===== src/hw/rtl/scsfp_pkg.sv =====
// Package for the sum-checked sensor frame parser.
// Holds frame geometry constants, start bytes, status codes and the state type.
// No dependencies.
package scsfp_pkg;

    // Frame geometry.
    localparam int FRAME_LEN   = 32;
    localparam int STORE_DEPTH = 40;
    localparam int STORE_AW    = $clog2(STORE_DEPTH);
    localparam int MAX_WORDS   = 17;
    localparam int RAW_WORDS   = (FRAME_LEN > 6) ? (FRAME_LEN - 6) / 2 : 0;
    localparam int NUM_WORDS   = (RAW_WORDS > MAX_WORDS) ? MAX_WORDS : RAW_WORDS;

    // Field widths.
    localparam int BYTE_W  = 8;
    localparam int COUNT_W = 6;
    localparam int SUM_W   = 16;
    localparam int INDEX_W = 5;
    localparam int WORD_W  = 16;

    // Byte positions inside the frame.
    localparam logic [COUNT_W-1:0] CHK_HI_POS = COUNT_W'(FRAME_LEN - 2);
    localparam logic [COUNT_W-1:0] STORE_END  = COUNT_W'(STORE_DEPTH);
    localparam logic [STORE_AW-1:0] PAYLOAD_BASE = STORE_AW'(4);
    localparam logic [INDEX_W-1:0] LAST_WORD  = INDEX_W'((NUM_WORDS > 0) ? NUM_WORDS - 1 : 0);

    // Start pair.
    localparam logic [BYTE_W-1:0] START_A = 8'h42;
    localparam logic [BYTE_W-1:0] START_B = 8'h4D;

    // Result status codes.
    localparam logic STATUS_OK  = 1'b0;
    localparam logic STATUS_BAD = 1'b1;

    // Parser states.
    typedef enum logic [3:0] {
        ST_HUNT1,
        ST_HUNT2,
        ST_LENH,
        ST_LENL,
        ST_RECV,
        ST_LAST,
        ST_RD_HI,
        ST_RD_LO,
        ST_WORD
    } t_state;

endpackage


===== src/hw/rtl/scsfp_byte_if.sv =====
// Request channel carrying one received serial byte.
// Depends on scsfp_pkg for the byte width.
interface scsfp_byte_if;
    logic                           valid;
    logic                           ready;
    logic [scsfp_pkg::BYTE_W-1:0]   rx_byte;

    modport source (output valid, output rx_byte, input ready);
    modport sink   (input valid, input rx_byte, output ready);
endinterface


===== src/hw/rtl/scsfp_result_if.sv =====
// Request channel carrying one parsed result word or an error report.
// Depends on scsfp_pkg for the field widths.
interface scsfp_result_if;
    logic                           valid;
    logic                           ready;
    logic                           status;
    logic [scsfp_pkg::INDEX_W-1:0]  word_index;
    logic [scsfp_pkg::WORD_W-1:0]   word_value;
    logic                           last;

    modport source (output valid, output status, output word_index, output word_value,
                    output last, input ready);
    modport sink   (input valid, input status, input word_index, input word_value,
                    input last, output ready);
endinterface


===== src/hw/rtl/scsfp_ram.sv =====
// Generic simple dual-port RAM: one write port, one read port, registered read.
// No dependencies.
module scsfp_ram #(
    parameter int WIDTH = 8,
    parameter int DEPTH = 40
) (
    input  logic                     i_clk,
    input  logic                     i_we,
    input  logic [$clog2(DEPTH)-1:0] i_waddr,
    input  logic [WIDTH-1:0]         i_wdata,
    input  logic                     i_re,
    input  logic [$clog2(DEPTH)-1:0] i_raddr,
    output logic [WIDTH-1:0]         o_rdata
);

    logic [WIDTH-1:0] r_mem [DEPTH];
    logic [WIDTH-1:0] r_rdata;

    // Write port.
    always_ff @(posedge i_clk) begin
        if (i_we) begin
            r_mem[i_waddr] <= i_wdata;
        end
    end

    // Read port; data holds while no read is issued.
    always_ff @(posedge i_clk) begin
        if (i_re) begin
            r_rdata <= r_mem[i_raddr];
        end
    end

    assign o_rdata = r_rdata;

endmodule


===== src/hw/rtl/sum_checked_sensor_frame_parser.sv =====
// Sum-checked sensor frame parser: hunts for the start pair 0x42 0x4D, stores a
// fixed-length frame in a small RAM and checks its 16-bit byte sum against the
// trailing big-endian checksum. Frame bytes are taken one per cycle, but the last
// byte waits for a free result output. A matching frame is then read back from
// the RAM and sent as one result per payload word: a high-byte read and a low-byte
// read on the single RAM read port, then the output load, which waits for a free
// output. No byte is taken during readout. A mismatch gives one error result at once.
// Depends on scsfp_pkg, scsfp_byte_if, scsfp_result_if and scsfp_ram.
module sum_checked_sensor_frame_parser (
    input  logic                  i_clk,
    input  logic                  i_rst_n,
    scsfp_byte_if.sink            i_rx,
    scsfp_result_if.source        o_res
);

    // Control registers.
    scsfp_pkg::t_state                   r_state, n_state;
    logic [scsfp_pkg::COUNT_W-1:0]       r_count, n_count;
    logic [scsfp_pkg::SUM_W-1:0]         r_sum,   n_sum;
    logic [scsfp_pkg::BYTE_W-1:0]        r_chk_hi, n_chk_hi;
    logic [scsfp_pkg::INDEX_W-1:0]       r_word,  n_word;
    logic [scsfp_pkg::BYTE_W-1:0]        r_hi,    n_hi;

    // Output register.
    logic                                r_out_valid, n_out_valid;
    logic                                r_out_status, n_out_status;
    logic [scsfp_pkg::INDEX_W-1:0]       r_out_index, n_out_index;
    logic [scsfp_pkg::WORD_W-1:0]        r_out_value, n_out_value;
    logic                                r_out_last, n_out_last;

    // RAM and handshake signals.
    logic                                ram_we;
    logic [scsfp_pkg::STORE_AW-1:0]      ram_waddr;
    logic                                ram_re;
    logic [scsfp_pkg::STORE_AW-1:0]      ram_raddr;
    logic [scsfp_pkg::BYTE_W-1:0]        ram_rdata;
    logic                                in_ready;
    logic                                accept;
    logic                                out_free;
    logic                                load_out;
    logic [scsfp_pkg::BYTE_W-1:0]        rx;
    logic [scsfp_pkg::WORD_W-1:0]        sent;
    logic [scsfp_pkg::STORE_AW-1:0]      pair_addr;

    scsfp_ram #(
        .WIDTH (scsfp_pkg::BYTE_W),
        .DEPTH (scsfp_pkg::STORE_DEPTH)
    ) u_store (
        .i_clk   (i_clk),
        .i_we    (ram_we),
        .i_waddr (ram_waddr),
        .i_wdata (rx),
        .i_re    (ram_re),
        .i_raddr (ram_raddr),
        .o_rdata (ram_rdata)
    );

    assign rx        = i_rx.rx_byte;
    assign out_free  = !r_out_valid || o_res.ready;
    assign accept    = i_rx.valid && in_ready;
    assign ram_waddr = r_count[scsfp_pkg::STORE_AW-1:0];
    assign sent      = {r_chk_hi, rx};
    assign pair_addr = scsfp_pkg::PAYLOAD_BASE + {r_word, 1'b0};

    // Next state, frame bookkeeping and readout sequencing.
    always_comb begin
        n_state      = r_state;
        n_count      = r_count;
        n_sum        = r_sum;
        n_chk_hi     = r_chk_hi;
        n_word       = r_word;
        n_hi         = r_hi;
        n_out_status = r_out_status;
        n_out_index  = r_out_index;
        n_out_value  = r_out_value;
        n_out_last   = r_out_last;
        in_ready     = 1'b0;
        ram_we       = 1'b0;
        ram_re       = 1'b0;
        ram_raddr    = pair_addr;
        load_out     = 1'b0;

        case (r_state)
            scsfp_pkg::ST_HUNT1, scsfp_pkg::ST_HUNT2, scsfp_pkg::ST_LENH,
            scsfp_pkg::ST_LENL, scsfp_pkg::ST_RECV: begin
                in_ready = 1'b1;
            end
            scsfp_pkg::ST_LAST: begin
                in_ready = out_free;
            end
            default: begin
                in_ready = 1'b0;
            end
        endcase

        // Storing a byte: RAM write, sum and count update.
        if (accept && !(r_state == scsfp_pkg::ST_HUNT1 && rx != scsfp_pkg::START_A)
                   && !(r_state == scsfp_pkg::ST_HUNT2 && rx != scsfp_pkg::START_B)) begin
            ram_we  = (r_count < scsfp_pkg::STORE_END);
            n_count = r_count + scsfp_pkg::COUNT_W'(1);
            if (r_count < scsfp_pkg::CHK_HI_POS) begin
                n_sum = r_sum + scsfp_pkg::SUM_W'(rx);
            end
            if (r_count == scsfp_pkg::CHK_HI_POS) begin
                n_chk_hi = rx;
            end
        end

        case (r_state)
            scsfp_pkg::ST_HUNT1: begin
                n_count = (accept && rx == scsfp_pkg::START_A) ?
                          scsfp_pkg::COUNT_W'(1) : '0;
                n_sum   = (accept && rx == scsfp_pkg::START_A) ?
                          scsfp_pkg::SUM_W'(rx) : '0;
                if (accept && rx == scsfp_pkg::START_A) begin
                    n_state = scsfp_pkg::ST_HUNT2;
                end
            end
            scsfp_pkg::ST_HUNT2: begin
                if (accept) begin
                    if (rx == scsfp_pkg::START_B) begin
                        n_state = scsfp_pkg::ST_LENH;
                    end else begin
                        n_state = scsfp_pkg::ST_HUNT1;
                        n_count = '0;
                        n_sum   = '0;
                    end
                end
            end
            scsfp_pkg::ST_LENH: begin
                if (accept) begin
                    n_state = scsfp_pkg::ST_LENL;
                end
            end
            scsfp_pkg::ST_LENL: begin
                if (accept) begin
                    n_state = scsfp_pkg::ST_RECV;
                end
            end
            scsfp_pkg::ST_RECV: begin
                if (accept && r_count >= scsfp_pkg::CHK_HI_POS) begin
                    n_state = scsfp_pkg::ST_LAST;
                end
            end
            scsfp_pkg::ST_LAST: begin
                if (accept) begin
                    n_count = '0;
                    n_sum   = '0;
                    n_word  = '0;
                    if (sent != r_sum) begin
                        // Checksum mismatch: one error result.
                        load_out     = 1'b1;
                        n_out_status = scsfp_pkg::STATUS_BAD;
                        n_out_index  = '0;
                        n_out_value  = '0;
                        n_out_last   = 1'b1;
                        n_state      = scsfp_pkg::ST_HUNT1;
                    end else if (scsfp_pkg::NUM_WORDS == 0) begin
                        n_state = scsfp_pkg::ST_HUNT1;
                    end else begin
                        n_state = scsfp_pkg::ST_RD_HI;
                    end
                end
            end
            scsfp_pkg::ST_RD_HI: begin
                // Fetch the high byte of the current word.
                ram_re    = 1'b1;
                ram_raddr = pair_addr;
                n_state   = scsfp_pkg::ST_RD_LO;
            end
            scsfp_pkg::ST_RD_LO: begin
                // High byte arrives; fetch the low byte.
                n_hi      = ram_rdata;
                ram_re    = 1'b1;
                ram_raddr = pair_addr + scsfp_pkg::STORE_AW'(1);
                n_state   = scsfp_pkg::ST_WORD;
            end
            scsfp_pkg::ST_WORD: begin
                // Low byte held in the RAM read register until the output is free.
                if (out_free) begin
                    load_out     = 1'b1;
                    n_out_status = scsfp_pkg::STATUS_OK;
                    n_out_index  = r_word;
                    n_out_value  = {r_hi, ram_rdata};
                    n_out_last   = (r_word == scsfp_pkg::LAST_WORD);
                    n_word       = r_word + scsfp_pkg::INDEX_W'(1);
                    n_state      = (r_word == scsfp_pkg::LAST_WORD) ?
                                   scsfp_pkg::ST_HUNT1 : scsfp_pkg::ST_RD_HI;
                end
            end
            default: begin
                n_state = scsfp_pkg::ST_HUNT1;
                n_count = '0;
                n_sum   = '0;
            end
        endcase

        n_out_valid = load_out || (r_out_valid && !o_res.ready);
    end

    // Control state register.
    always_ff @(posedge i_clk) begin
        if (!i_rst_n) begin
            r_state     <= scsfp_pkg::ST_HUNT1;
            r_count     <= '0;
            r_sum       <= '0;
            r_word      <= '0;
            r_out_valid <= 1'b0;
        end else begin
            r_state     <= n_state;
            r_count     <= n_count;
            r_sum       <= n_sum;
            r_word      <= n_word;
            r_out_valid <= n_out_valid;
        end
    end

    // Payload registers.
    always_ff @(posedge i_clk) begin
        r_chk_hi     <= n_chk_hi;
        r_hi         <= n_hi;
        r_out_status <= n_out_status;
        r_out_index  <= n_out_index;
        r_out_value  <= n_out_value;
        r_out_last   <= n_out_last;
    end

    assign i_rx.ready       = in_ready;
    assign o_res.valid      = r_out_valid;
    assign o_res.status     = r_out_status;
    assign o_res.word_index = r_out_index;
    assign o_res.word_value = r_out_value;
    assign o_res.last       = r_out_last;

endmodule


===== src/flat_wrapper.sv =====
// flat-port wrapper written by rule: the top's interface ports become plain ports
module sum_checked_sensor_frame_parser_flat 
  (i_clk, i_rst_n, i_rx_valid, i_rx_rx_byte, i_rx_ready, o_res_valid, o_res_status, o_res_word_index, o_res_word_value, o_res_last, o_res_ready);
  scsfp_byte_if i_rx_i ();
  scsfp_result_if o_res_i ();
  input  logic i_clk;
  input  logic i_rst_n;
  input wire logic [$bits(i_rx_i.valid)-1:0] i_rx_valid;
  input wire logic [$bits(i_rx_i.rx_byte)-1:0] i_rx_rx_byte;
  output wire logic [$bits(i_rx_i.ready)-1:0] i_rx_ready;
  output wire logic [$bits(o_res_i.valid)-1:0] o_res_valid;
  output wire logic [$bits(o_res_i.status)-1:0] o_res_status;
  output wire logic [$bits(o_res_i.word_index)-1:0] o_res_word_index;
  output wire logic [$bits(o_res_i.word_value)-1:0] o_res_word_value;
  output wire logic [$bits(o_res_i.last)-1:0] o_res_last;
  input wire logic [$bits(o_res_i.ready)-1:0] o_res_ready;
  assign i_rx_i.valid = i_rx_valid;
  assign i_rx_i.rx_byte = i_rx_rx_byte;
  assign i_rx_ready = i_rx_i.ready;
  assign o_res_valid = o_res_i.valid;
  assign o_res_status = o_res_i.status;
  assign o_res_word_index = o_res_i.word_index;
  assign o_res_word_value = o_res_i.word_value;
  assign o_res_last = o_res_i.last;
  assign o_res_i.ready = o_res_ready;
  sum_checked_sensor_frame_parser u_core (.i_clk(i_clk), .i_rst_n(i_rst_n), .i_rx(i_rx_i), .o_res(o_res_i));
endmodule

===== config.mk =====
export PLATFORM = sky130hd
export DESIGN_NAME = sum_checked_sensor_frame_parser_flat
export DESIGN_NICKNAME = d
export VERILOG_FILES = /design/src/hw/rtl/scsfp_pkg.sv /design/src/hw/rtl/scsfp_byte_if.sv /design/src/hw/rtl/scsfp_result_if.sv /design/src/hw/rtl/scsfp_ram.sv /design/src/hw/rtl/sum_checked_sensor_frame_parser.sv /design/src/flat_wrapper.sv
export SDC_FILE = /design/constraint.sdc
export NUM_CORES = 1
export LEC_CHECK = 0
export BUFFER_PORTS_ARGS = -buffer_cell sky130_fd_sc_hd__buf_2
export CORE_MARGIN = 3
export CORE_UTILIZATION = 59
export DETAILED_ROUTE_END_ITERATION = 6
export PLACE_DENSITY = 0.83
export SYNTH_ARGS = -nofsm -noshare
export SYNTH_HDL_FRONTEND = slang
export SYNTH_SLANG_ARGS = --single-unit

===== constraint.sdc =====
create_clock -name i_clk -period 4.25 [get_ports i_clk]
set_input_delay 0.85 -clock i_clk [delete_from_list [all_inputs] [get_ports i_clk]]
set_output_delay 0.85 -clock i_clk [all_outputs]
set_load 0.02 [all_outputs]

==> flow_metrics.tcl, run 1 <==
set metrics [dict create \
    status "completed" \
    cts_tree "built" \
    cts_sinks 399 \
    max-clock-path-buffers 3 \
    syn_inst 1255 \
    ys_seq_elements 399 \
    yosys_warnings 0 \
    cp_slowest_stage_delay_ns 0.84 \
    timing.final.crit_share_pct 90.59 \
    crit_buf_inv 2 \
    ys.flop_type "edfxtp_1" \
    start_util_pct 60.49 \
    antenna_cells 0 \
    synth_nets 1281 \
    fin_crit_ns 3.850 \
    dr.pass1.iters 6 \
    post-route-drc-count 0 \
    synth_top_cell_area_share_pct 67.04 \
    hold_viol 0 \
    hold_path.class "flop to flop" \
    pre_cts_ws_ns 0.3500 \
    final_area_mm2 0.01840 \
    seqCellArea_mm2 0.01166 \
    cts_resized 0 \
    yosysTopAreaCell "edfxtp_1" \
    grt_usage_pct 26.10 \
    rows 60 \
    rsz0062_at_grt "false" \
    slew_headroom_pct 13.01 \
    post_cts_buffers 0 \
    setup_ws_ns 0.3999 \
    rr_worst_depth 8 \
    worstPathRequired_ns 4.42 \
    final.setup_skew_ns 0.01046 \
    cp_cell_sequence "nand4b_1 -> buf_4 -> buf_4 -> nand2_1 -> nand3_1 -> a41o_1 -> nand2_1 -> a2111oi_0" \
    dpl_cell_area_mm2 0.01718 \
    drt_wl_total_um 39320 \
    slew_violations 0 \
    setup_viol 0 \
    ios 37 \
    io_buffers 36 \
    crit_path_start_kind "flop" \
    wire_per_inst_um 22.97 \
    core_mm2 0.02718 \
    whs_ns 0.4421 \
    syn2layout_area_growth_pct 11.91 \
    worstSetupPathType "flop to flop" \
    async_flop_share_pct 0 \
    multiInputGateArea_mm2 0.004433 \
    num_vias 10888 \
    drtIter0Drc 1352 \
    max_freq_ghz 0.2597 \
    max_cap_violations 0 \
    tightest_slew_ns 1.305 \
    htreeDepth 2 \
    insertion_delay_ns 0.52 \
    crit_cells 8 \
    ys_seq_area_share_pct 70.94 \
    drive_above_1_share_pct 12.46 \
    holdPathStages 0 \
    nets 1337 \
    grt_pass1_wl_um 60260 \
    p_leak_nw 6.118 \
    via_per_inst 6.360 \
    tns_ns 0 \
    cts_buffers 39 \
    cp_max_fo 83 \
    crit_path_top_delay_cell "a2111oi_0" \
    place.gp.congestion 0.9552 \
    grt_pass1_vias 10524 \
    crit_family "buffers and inverters" \
    ant_nets 0 \
    endpoint_kind "flop" \
    p_per_area_mw_per_mm2 417.3 \
    antenna_found_initial 4 \
    fin_cells 1712 \
    synth_edf_count 367 \
    dpl.hpwl_um 24530 \
    syn_area_per_cell_um2 13.10 \
    die_w_um 172.9 \
    cp.arrival_ns 4.02 \
    synth_area_leaders "edfxtp_1, nand2_1, nand3_1" \
    fill_cells 1840 \
    grt_overflow_total 0 \
    die_area_mm2 0.02990 \
    die_h_um 172.9 \
    root_buffer "clkbuf_16" \
    peakVddDrop_mv 0.3482 \
    placed_cells 1642 \
    grt_max_degree 84 \
    synth_area_mm2 0.01644 \
    clk_pin_slew_ns 0.06 \
    postCtsHoldBufs 0 \
    synth_cell_types 68 \
]
## worst paths after layout
path	slack [ns]	end	startpoint
min	0.44	u_core.r_hi[5]$_DFFE_PP_	u_core.u_store.o_rdata[5]$_DFFE_PP_
max	0.40	u_core.u_store.o_rdata[1]$_DFFE_PP_	u_core.r_state[3]$_SDFFE_PN0P_
min reg2reg	0.44	u_core.r_hi[5]$_DFFE_PP_	u_core.u_store.o_rdata[5]$_DFFE_PP_
max reg2reg	0.40	u_core.u_store.o_rdata[1]$_DFFE_PP_	u_core.r_state[3]$_SDFFE_PN0P_
## flip-flops by register name, summed over array words and instances, names as in the netlist
register                 count
u_core.o_res.word_index      5
u_core.r_chk_hi              8
u_core.o_res.valid           1
u_core.o_res.status          1
u_core.u_store.o_rdata       8
u_core.r_hi                  8
u_core.o_res.word_value     16
u_core.r_count               6
u_core.r_state               4
u_core.r_sum                16
u_core.r_word                5
u_core.o_res.last            1
u_core.u_store.r_mem       320
## power by group
group          switching, mW  internal, mW
clock                   1.39          1.91
sequential          0.000349          4.27
combinational         0.0829        0.0176
total                   1.48          6.20
## through the flow
stage | total power [mW] | utilization (%)
floorplan | 4.377 | -
global placement | 4.453 | 63.20
detailed placement | 4.457 | 63.20
CTS | 7.703 | 67.69
global route | 7.866 | 67.69
finish | 7.676 | 67.69
## placed cells by master (no fill, tap or decap), types with 7 or more instances in the layout
cell type    n
dfxtp_1     32
a41o_1      16
mux4_2      16
clkbuf_1    11
a41oi_1     19
edfxtp_1   367
xnor2_1     11
buf_4       46
mux2i_1      8
inv_1       15
xor2_1       7
nand2_1    298
o21ai_0     13
a31oi_1     10
and2_1      27
buf_2       36
nor2_1      59
a2111oi_0    8
nand3_1    141
clkbuf_16   41
ha_1        13
a21oi_1     17
## kinds of logic after synthesis
kind of cell	Yosys count	synth area share, %
mux	24	2.679
fa+ha+maj	14	1.111
buf+inv	86	2.139
flops	399	70.94
xor+xnor	18	0.9590
simple gates	585	16.19
compound gates	129	5.983
## worst reg2reg max path: cells and delay by family, from the launching register on
| kind | cells | cell delay, ns |
|---|---|---|
| compound gates | 2 | 1.02 |
| buf+inv | 2 | 1.27 |
| flops | 1 | 0.57 |
| simple gates | 4 | 0.66 |
## layer usage
metal  GRT usage, %  routed length, µm
met1          36.30              14960
met2          40.49              18140
met3          4.436               4236
met4          12.94               1987
met5              0                  0
## cell usage after synthesis (3+ instances only)
master,count
o2111ai_1,3
nand2b_1,5
nor2_1,61
a211oi_1,3
nor4b_1,3
edfxtp_1,367
nand3_1,141
mux4_2,16
and3_1,5
a41o_1,16
or3_1,6
ha_1,13
nand4_1,6
mux2i_1,8
o22ai_1,3
inv_1,15
nor3_1,6
inv_2,3
a21o_1,4
dfxtp_1,32
o31ai_1,4
a31oi_1,10
clkbuf_1,47
buf_2,17
a22o_1,5
xnor2_1,11
a41oi_1,19
nor4_1,6
a21oi_1,17
o21ai_0,13
xor2_1,7
nor2b_1,3
nand2_1,298
nand3b_1,5
and2_1,27
a2111oi_0,8
## layout make-up
type	count	area share [%]
flip-flops and latches	399	63.39
multi-input cells	770	24.10
clock buffers	53	5.876
repair buffers	83	2.965
well taps	372	2.530
clock inverters	17	0.7617
inverters	18	0.3809
Power figures use the tool's default switching activity.
==> run 2, diff against run 1 <==
--- a/config.mk
+++ b/config.mk
@@ -5,11 +5,13 @@
 export SDC_FILE = /design/constraint.sdc
 export NUM_CORES = 1
 export LEC_CHECK = 0
-export BUFFER_PORTS_ARGS = -buffer_cell sky130_fd_sc_hd__buf_2
+export BUFFER_PORTS_ARGS = -buffer_cell sky130_fd_sc_hd__clkbuf_2
 export CORE_MARGIN = 3
 export CORE_UTILIZATION = 59
 export DETAILED_ROUTE_END_ITERATION = 6
+export GPL_ROUTABILITY_DRIVEN = 0
 export PLACE_DENSITY = 0.83
+export RECOVER_POWER = 50
 export SYNTH_ARGS = -nofsm -noshare
 export SYNTH_HDL_FRONTEND = slang
 export SYNTH_SLANG_ARGS = --single-unit
==> run 2 against run 1 <==
Net effect:
- the run now ends with capacitance limit, slew limit left
- clock power decreased by 3%
- clock skew grew 0.010 ns
- combinational power about the same
- critical endpoint is now u_core.r_state[1]$_SDFFE_PN0P_
- first-iteration DRC count grew 17%
- non-clock buffer count is 2 lower
- core utilization decreased by 0.45 points
- via count shrank 0.20%
- sequential power is essentially flat
- sequential share of layout area increased by 0.42 points
- register-to-register slack gained 0.20 ns
==> flow_metrics.tcl, run 2 (synthesis results as in run 1) <==
set metrics [dict create \
    grt_max_degree 78 \
    slew_headroom_pct -65.61 \
    cts_resized 0 \
    post_cts_buffers 0 \
    whs_ns 0.4434 \
    final_area_mm2 0.01828 \
    insertion_delay_ns 0.53 \
    switching_share_pct 19.18 \
    max_cap_violations 5 \
    max-clock-path-buffers 3 \
    cts_tree "built" \
    rsz0062_at_grt "false" \
    fill_cells 1870 \
    peakVddDrop_mv 0.2790 \
    worstSetupPathType "primary input to flop" \
    p_leak_nw 5.989 \
    p_total_mw 7.563 \
    seqPwrFrac_pct 56.6 \
    worstHoldEndpoint "u_core.r_hi[7]$_DFFE_PP_" \
    post-route-drc-count 0 \
    ios 37 \
    final_cell_mix "edfxtp_1, nand2_1, nand3_1" \
    min_from "u_core.u_store.o_rdata[7]$_DFFE_PP_" \
    p_switching_mw 1.451 \
    syn2layout_area_growth_pct 11.17 \
    start_util_pct 60.49 \
    status "finished with violations" \
    dr.pass1.iters 6 \
    die_h_um 172.9 \
    cpMostUsedCell "a211oi_1" \
    num_vias 10866 \
    hold_viol 0 \
    power_frac_comb_pct 1.3 \
    worstPathRequired_ns 4.66 \
    rows 60 \
    cts_sinks 399 \
    p_per_area_mw_per_mm2 413.8 \
    io_buffers 36 \
    final_core_util_pct 67.25 \
    drt_wl_total_um 39450 \
    drive_above_1_share_pct 8.975 \
    cp_max_fo 42 \
    final.setup_skew_ns 0.02083 \
    p_int_mw 6.112 \
    hold_path.class "flop to flop" \
    p_clk_share_pct 42.1 \
    top_register "u_core.u_store.r_mem" \
    clk_pin_slew_ns 0.06 \
    largest_reg_flops 320 \
    postCtsHoldBufs 0 \
    cts_buffers 40 \
    tightest_slew_ns 2.484 \
    wire_per_inst_um 23.06 \
    failed_checks "capacitance limit, slew limit" \
    die_w_um 172.9 \
    grt_pass1_wl_um 60460 \
    grt_overflow_total 0 \
    slew_violations 204 \
    rr_worst_depth 7 \
    fin_crit_ns 3.764 \
    antenna_found_initial 2 \
    timing.final.crit_share_pct 88.56 \
    grt_pass1_vias 10478 \
    r2r_slack_ns 0.60 \
    holdPathStages 0 \
    ant_nets 0 \
    cp_slowest_stage_delay_ns 1.78 \
    rr_startpoint "u_core.r_state[2]$_SDFFE_PN0P_" \
    max_freq_ghz 0.2657 \
    core_mm2 0.02718 \
    grt_usage_pct 26.22 \
    drtIter0Drc 1583 \
    endpoint_kind "flop" \
    cp.arrival_ns 4.18 \
    cp_cell_sequence "clkbuf_2 -> clkbuf_1 -> nor4b_1 -> a21oi_1 -> a211oi_1 -> o31ai_1 -> a211oi_1 -> a31o_2" \
    dpl_cell_area_mm2 0.01717 \
    root_buffer "clkbuf_16" \
    die_area_mm2 0.02990 \
    dpl.hpwl_um 24830 \
    setup_viol 0 \
    crit_path_top_delay_cell "clkbuf_1" \
    final_common_cell "edfxtp_1" \
    htreeDepth 2 \
    tns_ns 0 \
    r2r-end "u_core.r_sum[4]$_SDFF_PN0_" \
    crit_path_start_kind "primary input" \
    nets 1336 \
    via_per_inst 6.351 \
]
run 2: cell types whose count changed in the layout (fill, tap and decap cells not counted), sizes merged:
| cell | before | now |
|---|---|---|
| buf | 83 | 38 |
| diode | 0 | 2 |
| clkinv | 12 | 15 |
| inv | 18 | 17 |
| clkbuf | 53 | 96 |
| bufinv | 2 | 1 |
| clkinvlp | 3 | 1 |
run 2: layout make-up:
type                       instances  area (µm²)  area share [%]
antenna                            2       5.005         0.02739
clock buffer                      53        1071           5.861
clock inverter                    16       91.34          0.4998
inverter                          18       68.82          0.3766
multi-input combinational        770        4433           24.26
sequential                       399       11660           63.81
tap                              372       465.4           2.547
timing repair buffer              81       479.2           2.622
run 2: layer usage:
layer  up-vias  track usage, %  share of wire (%)
met5         -               0                  0
met4         0           11.62                4.5
met3       141           5.424                 12
met2       765           42.02                 47
met1      5184           35.18                 37
li1       4776               -                  -
run 2: worst max-delay path by stage:
| stage | endpoint | startpoint | slack, ns |
|---|---|---|---|
| 2_1_floorplan | u_core.u_store.r_mem[7][0]$_DFFE_PP_ | i_rx_rx_byte[5] | 0.88 |
| 3_3_place_gp | u_core.u_store.r_mem[26][7]$_DFFE_PP_ | i_rx_rx_byte[6] | 0.49 |
| 3_5_place_dp | u_core.u_store.r_mem[24][7]$_DFFE_PP_ | i_rx_rx_byte[6] | 0.42 |
| 4_1_cts | u_core.u_store.o_rdata[6]$_DFFE_PP_ | u_core.r_state[3]$_SDFFE_PN0P_ | 0.78 |
| 5_1_grt | u_core.r_state[1]$_SDFFE_PN0P_ | i_rx_rx_byte[7] | 0.24 |
| 6_report | u_core.r_state[1]$_SDFFE_PN0P_ | i_rx_rx_byte[7] | 0.49 |
run 2: power by group through the flow:
stage                     Combinational (mW)  Clock (mW)  Sequential, mW
final                                 0.0980        3.19            4.28
after global routing                   0.105        3.38            4.28
after CTS                              0.102        3.20            4.28
after detailed placement               0.101           0            4.36
after global placement                0.0971           0            4.36
after floorplan                       0.0179           0            4.36
run 2: through the flow:
stage / worst slack [ns] / std cells
after CTS: 0.7791 / 1709
after global routing: 0.2381 / 1711
final: 0.4861 / 1711
after global placement: 0.4935 / 1640
after floorplan: 0.8821 / 1255
after detailed placement: 0.4228 / 1640
run 2: worst max-delay path, delay by kind of cell:
kind | cells | cell delay, ns
AOI/OAI and AO/OA | 5 | 1.26
and+or+nand+nor | 1 | 0.15
buffers and inverters | 2 | 1.91
